<file path="config.mk">
export PLATFORM = sky130hd
export DESIGN_NAME = dlu_div
export DESIGN_NICKNAME = d
export VERILOG_FILES = /design/src/rtl/dlu_pkg.sv /design/src/rtl/dlu_div.sv
export SDC_FILE = /design/constraint.sdc
export NUM_CORES = 1
export LEC_CHECK = 0
export ABC_AREA = 0
export BUFFER_PORTS_ARGS = -buffer_cell sky130_fd_sc_hd__buf_4
export CORE_ASPECT_RATIO = 1.1
export CORE_MARGIN = 2
export CORE_UTILIZATION = 45
export DETAILED_ROUTE_END_ITERATION = 12
export MAX_ROUTING_LAYER = met4
export PLACE_DENSITY = 0.67
export SYNTH_ARGS = -nofsm -noshare
export SYNTH_HDL_FRONTEND = slang
export SYNTH_SLANG_ARGS = --single-unit
export TNS_END_PERCENT = 10
</file>
<file path="constraint.sdc">
create_clock -name clk -period 4.2 [get_ports clk]
set_clock_uncertainty 0.15 [all_clocks]
set_input_delay 1.05 -clock clk [delete_from_list [all_inputs] [get_ports clk]]
set_output_delay 1.05 -clock clk [all_outputs]
set_load 0.02 [all_outputs]
</file>
<file path="src/rtl/dlu_pkg.sv">
// shared types, constants and helpers of the lu linear solver
package dlu_pkg;

    localparam int DATA_W = 32;
    localparam int FRAC_W = 16;
    localparam int APB_AW = 3;

    typedef logic signed [DATA_W-1:0] q16_t;

    // request commands
    localparam logic [1:0] CMD_LOAD_COEF = 2'd0;
    localparam logic [1:0] CMD_LOAD_RHS  = 2'd1;
    localparam logic [1:0] CMD_SOLVE     = 2'd2;

    // result status
    localparam logic STATUS_OK    = 1'b0;
    localparam logic STATUS_PIVOT = 1'b1;

    // register map
    localparam logic [APB_AW-3:0] REG_SYSTEM_SIZE = '0;
    localparam logic [4:0]        SIZE_RESET      = 5'd16;

    // clamp a 49-bit difference to the q16.16 range
    function automatic q16_t sat49(input logic signed [48:0] v);
        q16_t r;
        if (v > 49'sh0_0000_7FFF_FFFF)
            r = 32'sh7FFF_FFFF;
        else if (v < -49'sh0_0000_8000_0000)
            r = 32'sh8000_0000;
        else
            r = v[DATA_W-1:0];
        return r;
    endfunction

endpackage

</file>
<file path="src/rtl/dlu_div.sv">
// iterative q16.16 divider, one quotient bit a cycle, truncates and saturates
module dlu_div (
    input  logic         clk,
    input  logic         rst_n,
    input  logic         start,
    input  dlu_pkg::q16_t num,
    input  dlu_pkg::q16_t den,
    output logic         done,
    output dlu_pkg::q16_t quot
);
    import dlu_pkg::*;

    localparam int QW = DATA_W + FRAC_W;

    logic [QW-1:0]     dvd_reg, dvd_next;
    logic [DATA_W:0]   rem_reg, rem_next;
    logic [DATA_W-1:0] dvs_reg, dvs_next;
    logic              neg_reg, neg_next;
    logic [5:0]        cnt_reg, cnt_next;
    logic              busy_reg, busy_next;
    logic              done_reg, done_next;
    q16_t              quot_reg, quot_next;

    logic [DATA_W-1:0] num_mag, den_mag;
    logic [DATA_W:0]   trial;
    logic              fits;

    assign num_mag = num[DATA_W-1] ? DATA_W'(-num) : DATA_W'(num);
    assign den_mag = den[DATA_W-1] ? DATA_W'(-den) : DATA_W'(den);
    assign trial   = {rem_reg[DATA_W-1:0], dvd_reg[QW-1]};
    assign fits    = trial >= {1'b0, dvs_reg};

    // restoring division on magnitudes, sign applied at the end
    always_comb
    begin
        dvd_next  = dvd_reg;
        rem_next  = rem_reg;
        dvs_next  = dvs_reg;
        neg_next  = neg_reg;
        cnt_next  = cnt_reg;
        busy_next = busy_reg;
        done_next = 1'b0;
        quot_next = quot_reg;
        if (start)
        begin
            dvd_next  = {num_mag, {FRAC_W{1'b0}}};
            rem_next  = '0;
            dvs_next  = den_mag;
            neg_next  = num[DATA_W-1] ^ den[DATA_W-1];
            cnt_next  = 6'(QW);
            busy_next = 1'b1;
        end
        else if (busy_reg && cnt_reg != '0)
        begin
            rem_next = fits ? trial - {1'b0, dvs_reg} : trial;
            dvd_next = {dvd_reg[QW-2:0], fits};
            cnt_next = cnt_reg - 6'd1;
        end
        else if (busy_reg)
        begin
            busy_next = 1'b0;
            done_next = 1'b1;
            if (!neg_reg)
                quot_next = (dvd_reg > QW'(32'h7FFF_FFFF)) ? 32'sh7FFF_FFFF
                                                           : q16_t'(dvd_reg[DATA_W-1:0]);
            else
                quot_next = (dvd_reg > QW'(33'h0_8000_0000)) ? 32'sh8000_0000
                                                             : q16_t'(-dvd_reg[DATA_W-1:0]);
        end
    end

    // control state
    always_ff @(posedge clk or negedge rst_n)
    begin
        if (!rst_n)
        begin
            busy_reg <= 1'b0;
            done_reg <= 1'b0;
            cnt_reg  <= '0;
        end
        else
        begin
            busy_reg <= busy_next;
            done_reg <= done_next;
            cnt_reg  <= cnt_next;
        end
    end

    // datapath
    always_ff @(posedge clk)
    begin
        dvd_reg  <= dvd_next;
        rem_reg  <= rem_next;
        dvs_reg  <= dvs_next;
        neg_reg  <= neg_next;
        quot_reg <= quot_next;
    end

    assign done = done_reg;
    assign quot = quot_reg;
endmodule

</file>
==> flow_summary.json, run 1 <==
{
  "drt_pass1_iterations": 5,
  "sequential_cell_area_fraction_in_the_yosys_report_pct": 40.5,
  "hp_class": "in2async",
  "worstPathRequired_ns": 4.25,
  "static-leakage-power_nw": 4.56,
  "cell_count_of_the_worst_reg_to_reg_path": 9,
  "cp_data_arrival_time_ns": 3.81,
  "floorplan.die.width_um": 146,
  "synth_flop_cell": "edfxtp_1",
  "final-setup-viol-count": 0,
  "synth_compound_gate_area_share_pct": 21.6,
  "synthToLayoutAreaGrowth_pct": 15.8,
  "drv_slew": 0,
  "num_rows": 57,
  "synthesis.area_um2": 10000,
  "synthArstFlopShare_pct": 5.23,
  "tritoncts": "built",
  "synth-edff-count": 97,
  "globalRouteTotalUtil_pct": 22.1,
  "gpl.final_weighted_congestion": 0.918,
  "run_status": "finished clean",
  "timing_hold_violations_final": 0,
  "tightest_slew_ns": 0.870,
  "ys_warn_count": 0,
  "routed_via_density": 5.71,
  "drive_above_1_share_pct": 13.7,
  "detailed_place.area_um2": 11100,
  "synth_most_common_cell": "nand2_1",
  "io-pin-count": 100,
  "synth.largest_area_cell": "edfxtp_1",
  "worstSetupPathType": "reg2reg",
  "cts_post_setup_buffers_inserted": 0,
  "detail-route-antenna-nets": 0,
  "endpoint_kind": "register",
  "timing.slew.headroom_pct": 42.0,
  "max_freq_mhz": 266,
  "netlist_instances": 1177,
  "postSynthNetCount": 1282,
  "critPathBufInv": 1,
  "number_of_different_library_cells_in_the_post_synthesis_netlist": 71,
  "cts-resized-gates": 0,
  "grt_setup_unrepaired": "no",
  "max_reg_flops": 48,
  "yosys-top-cells-count": "nand2_1 (204), o21ai_0 (103), edfxtp_1 (97), a21oi_1 (75)",
  "post_cts_hold_buffer_count": 0,
  "drt-total-wl_um": 24900,
  "synth_top_family_by_area": "compound AO/OA/AOI/OAI gates",
  "ordered_cell_list_for_the_critical_path": "inv_1 -> ha_1 -> or3b_2 -> or4_1 -> or3_4 -> nor3_2 -> a31oi_2 -> nand2b_4 -> o311ai_0",
  "share_of_synthesized_cell_area_in_and_or_nand_and_nor_gates_pct": 21.1,
  "yosys.area_share.adder_pct": 4.81,
  "ctsLongestPathBuffers": 2,
  "crit-reg2reg-capture": "quot[11]",
  "fillers": 2033,
  "fin_crit_sh_pct": 89.5,
  "critical_path_peak_fanout": 18,
  "port_buffers": 99,
  "h-tree-depth": 4,
  "place.detailed.hpwl_um": 18100,
  "clk_latency_ns": 0.44,
  "detail_route.drc_violations": 0,
  "grt_pass1_vias": 8455,
  "synth-xor-area-share_pct": 7.06,
  "initial_antenna_violation_count": 0,
  "core_area_um2": 22000,
  "antenna-diode-count": 0,
  "cts_num_sinks": 153,
  "critical-path-max-stage-delay_ns": 0.54,
  "grt_start_max_net_pins": 77,
  "detailroute.via_count": 8882,
  "overflow": 0,
  "clk_transition_reported_paths_ns": 0.06,
  "startpoint_type": "register",
  "chipHeight_um": 161,
  "floorplan.initialDensity_pct": 45.6,
  "tritoncts.num_buffers": 17,
  "design_area_um2": 11600,
  "detail_route.wl_per_cell_um": 16.0,
  "syn_avg_cell_area_um2": 8.54,
  "largest_cells_by_area_after_synthesis": "edfxtp_1 (29%), dfxtp_1 (9.6%), nand2_1 (7.6%)",
  "synthMuxAreaShare_pct": 0.311,
  "reg_to_reg_startpoint": "dvd_reg[0]",
  "grt_pass1_wl_um": 41600,
  "finalSetupTns_ns": 0,
  "cts_root_buffer": "clkbuf_16",
  "dr.first_iter.drc_count": 677,
  "drv_cap": 0,
  "post_synth_top_area_share_pct": 29.0,
  "num-nets-final": 1352,
  "vdd.ir_drop.worst_mv": 0.279,
  "rrSetupSlack_ns": 0.44,
  "critical_path.top_delay_family": "simple AND/OR/NAND/NOR gates",
  "period_minus_slack_ns": 3.76,
  "slowest_stage": "or4_1",
  "die_area_um2": 23500,
  "synth-seq-cells": 153,
  "pwr_density_cell_nw_per_um2": 336
}
-- power breakdown --
group / leakage [nW] / internal [mW] / total, mW / switching [mW]
logic: 2.84 / 0.271 / 0.652 / 0.381
clock network: 0.277 / 0.824 / 1.45 / 0.630
registers: 1.44 / 1.72 / 1.80 / 0.0750
total: 4.56 / 2.82 / 3.90 / 1.09
-- placed cells by master (no fill, tap or decap), types with 37 or more instances in the layout --
master and count:
buf_4 113, a21oi_1 75, ha_1 37, inv_1 54, o21ai_0 103, edfxtp_1 97, xnor2_1 65, dfxtp_1 48
nand2_1 204, nor2_1 65
-- metal layers --
layer	track usage (%)	wire length, µm	vias up
met5	-	0	-
li1	-	-	4457
met2	37.2	12200	245
met3	3.52	1140	36
met4	7.06	551	0
met1	27.4	11100	4144
-- metrics by stage --
| stage | util (%) | power (mW) | worst slack [ns] | std cells | hold WS (ns) |
|---|---|---|---|---|---|
| 5_1_grt | 52.8 | 4.09 | 0.222 | 1555 | 0.266 |
| 4_1_cts | 52.8 | 3.93 | 0.459 | 1555 | 0.261 |
| 6_report | 52.8 | 3.90 | 0.443 | 1555 | 0.268 |
| 3_5_place_dp | 50.3 | 2.48 | 0.304 | 1523 | 0.337 |
| 2_1_floorplan | - | 2.26 | 0.729 | 1177 | 0.299 |
| 3_3_place_gp | 50.3 | 2.47 | 0.387 | 1523 | 0.324 |
-- worst max-delay path by stage --
stage	slack (ns)	cells after the start	startpoint	endpoint
final	0.44	9	dvd_reg[0]	quot[11]
after CTS	0.46	9	dvd_reg[0]	quot[11]
after global placement	0.39	10	num[0]	dvd_reg[42]
after floorplan	0.73	7	num[8]	dvd_reg[45]
after global routing	0.22	9	dvd_reg[0]	quot[11]
after detailed placement	0.30	10	num[0]	dvd_reg[42]
-- cells by family after synthesis --
logic type / Yosys count
AOI/OAI and AO/OA: 337
xor gates and xnor gates: 81
adders and majority gates: 38
buffers and inverters: 119
DFF: 153
muxes: 3
and+or+nand+nor: 446
-- cell type report --
cell class	count	area, µm²	share of cell area [%]
Multi-Input combinational cell	905	5540	47.6
Sequential cell	153	4070	35.0
Timing Repair Buffer	115	888	7.64
Clock buffer	23	489	4.21
Tap cell	295	369	3.17
Inverter	55	206	1.77
Clock inverter	9	62.6	0.538
Power figures use the tool's default switching activity.
==> inputs of run 2 (changes only) <==
- MAX_ROUTING_LAYER: met4 -> unset
- SLEW_MARGIN: unset -> 20
==> flow_summary.json, run 2 (synthesis gave the netlist of run 1 again) <==
{
  "run_status": "finished clean",
  "period_minus_slack_ns": 3.63,
  "detailed_place.area_um2": 11100,
  "rrSetupSlack_ns": 0.57,
  "worstSetupPathType": "reg2reg",
  "worstPathRequired_ns": 4.27,
  "final_cells": 1555,
  "cell_count_of_the_worst_reg_to_reg_path": 11,
  "hp_class": "in2async",
  "die_area_um2": 23500,
  "vdd.ir_drop.worst_mv": 0.300,
  "share_of_total_power_in_the_clock_network_pct": 38.8,
  "static-leakage-power_nw": 4.57,
  "timing_hold_violations_final": 0,
  "post-place-cells": 1523,
  "pwr-share-comb_pct": 16.2,
  "critical_path_peak_fanout": 20,
  "critical-path-max-stage-delay_ns": 0.52,
  "slowest_stage": "or4_1",
  "clk_transition_reported_paths_ns": 0.06,
  "max_freq_mhz": 276,
  "ordered_cell_list_for_the_critical_path": "inv_1 -> ha_1 -> or3b_2 -> or4_1 -> or3_4 -> nor3_2 -> a31oi_2 -> buf_4 -> o41ai_1 -> nand2_1 -> o311ai_0",
  "holdWs_ns": 0.281,
  "cts_post_setup_buffers_inserted": 0,
  "num_rows": 57,
  "critical_path.top_delay_family": "simple AND/OR/NAND/NOR gates",
  "io-pin-count": 100,
  "globalRouteTotalUtil_pct": 21.2,
  "num-nets-final": 1352,
  "cts_num_sinks": 153,
  "pwr-share-seq_pct": 45.0,
  "critPathBufInv": 2,
  "design_area_um2": 11700,
  "layout_setup_ws_ns": 0.574,
  "fillers": 2042,
  "startpoint_type": "register",
  "detail_route.drc_violations": 0,
  "finalSetupTns_ns": 0,
  "antenna-diode-count": 0,
  "reg_to_reg_startpoint": "dvd_reg[0]",
  "timing.slew.headroom_pct": 44.1,
  "drt_pass1_iterations": 5,
  "grt_pass1_vias": 8410,
  "initial_antenna_violation_count": 0,
  "chipHeight_um": 161,
  "power.share.switching_pct": 28.1,
  "cts_root_buffer": "clkbuf_16",
  "layout.cells.most_common_list": "nand2_1 (204), buf_4 (112), o21ai_0 (103)",
  "detailroute.via_count": 8921,
  "final-setup-viol-count": 0,
  "postLayoutCoreUtil_pct": 53.0,
  "design_power_total_mw": 4.01,
  "floorplan.initialDensity_pct": 45.6,
  "crit-reg2reg-capture": "quot[7]",
  "tritoncts": "built",
  "grt_pass1_wl_um": 41200,
  "endpoint_kind": "register",
  "gr-usage-met1_pct": 26.8,
  "gpl.final_weighted_congestion": 0.885,
  "port_buffers": 99,
  "drt-total-wl_um": 24800,
  "worst_slack_placed_ns": 0.371,
  "most_utilized_layer_in_the_global_route_result": "met2",
  "ctsLongestPathBuffers": 2,
  "overflow": 0,
  "cts-resized-gates": 0,
  "grt_setup_unrepaired": "no",
  "grt_start_max_net_pins": 65,
  "pwr_density_cell_nw_per_um2": 343,
  "max_reg_flops": 48,
  "tightest_slew_ns": 0.839,
  "post_cts_hold_buffer_count": 0,
  "clk_latency_ns": 0.43,
  "core_area_um2": 22000,
  "routed_via_density": 5.74,
  "grt_use_met3_pct": 3.61,
  "layout.cells.most_common": "nand2_1",
  "cp.depth": 11,
  "cp_data_arrival_time_ns": 3.70,
  "dr.first_iter.drc_count": 591,
  "h-tree-depth": 4,
  "internal_power_mw": 2.88,
  "drv_cap": 0,
  "drive_above_1_share_pct": 13.9,
  "place.detailed.hpwl_um": 18000,
  "gr-usage-met2_pct": 37.3,
  "fin_crit_sh_pct": 86.3,
  "detail-route-antenna-nets": 0,
  "total_switching_power_mw": 1.12,
  "drv_slew": 0,
  "floorplan.die.width_um": 146,
  "synthToLayoutAreaGrowth_pct": 16.3,
  "tritoncts.num_buffers": 17,
  "detail_route.wl_per_cell_um": 15.9
}
-- run 2: cell count changes in the layout (fill, tap and decap cells not counted), moves of 2 or more --
cell / delta
bufinv_16: +2
clkbuf_1: -3
clkbuf_8: -2
clkinv_2: -3
clkinv_4: +2
clkinvlp_4: +2
inv_4: -2
inv_8: +2
-- run 2: layout make-up --
type	count	area [µm²]	area share, %
clock buffer	17	425	3.64
clock inverter	15	168	1.43
inverter	55	206	1.77
multi-input combinational	905	5540	47.4
sequential	153	4070	34.9
tap	295	369	3.16
timing repair buffer	115	901	7.71
-- run 2: worst max path at each step --
stage                     from     endpoint
finish              dvd_reg[0]      quot[7]
global route        dvd_reg[0]      quot[9]
CTS                 dvd_reg[0]      quot[7]
detailed placement      num[0]  dvd_reg[42]
global placement        num[0]  dvd_reg[42]
floorplan               num[8]  dvd_reg[45]
-- run 2: power groups by stage --
| stage | logic [mW] | registers, mW | clock network, mW |
|---|---|---|---|
| finish | 0.648 | 1.80 | 1.55 |
| global route | 0.728 | 1.82 | 1.64 |
| CTS | 0.646 | 1.80 | 1.58 |
| detailed placement | 0.642 | 1.83 | 0 |
| global placement | 0.634 | 1.83 | 0 |
| floorplan | 0.454 | 1.80 | 0 |
-- run 2: worst reg2reg max path, stage by stage, from the launching register on --
cell and delay (ns):
dfxtp_1 0.33, inv_1 0.08, ha_1 0.19, or3b_2 0.51, or4_1 0.52, or3_4 0.36
nor3_2 0.20, a31oi_2 0.27, buf_4 0.30, o41ai_1 0.31, nand2_1 0.08, o311ai_0 0.10
-- run 2: per-layer routing --
metal,routed length (µm),vias up,part of all wire (%)
met5,0,-,0
met4,482,0,1.9
met3,1100,42,4.4
met2,12200,252,49
met1,11000,4176,44
li1,-,4451,-
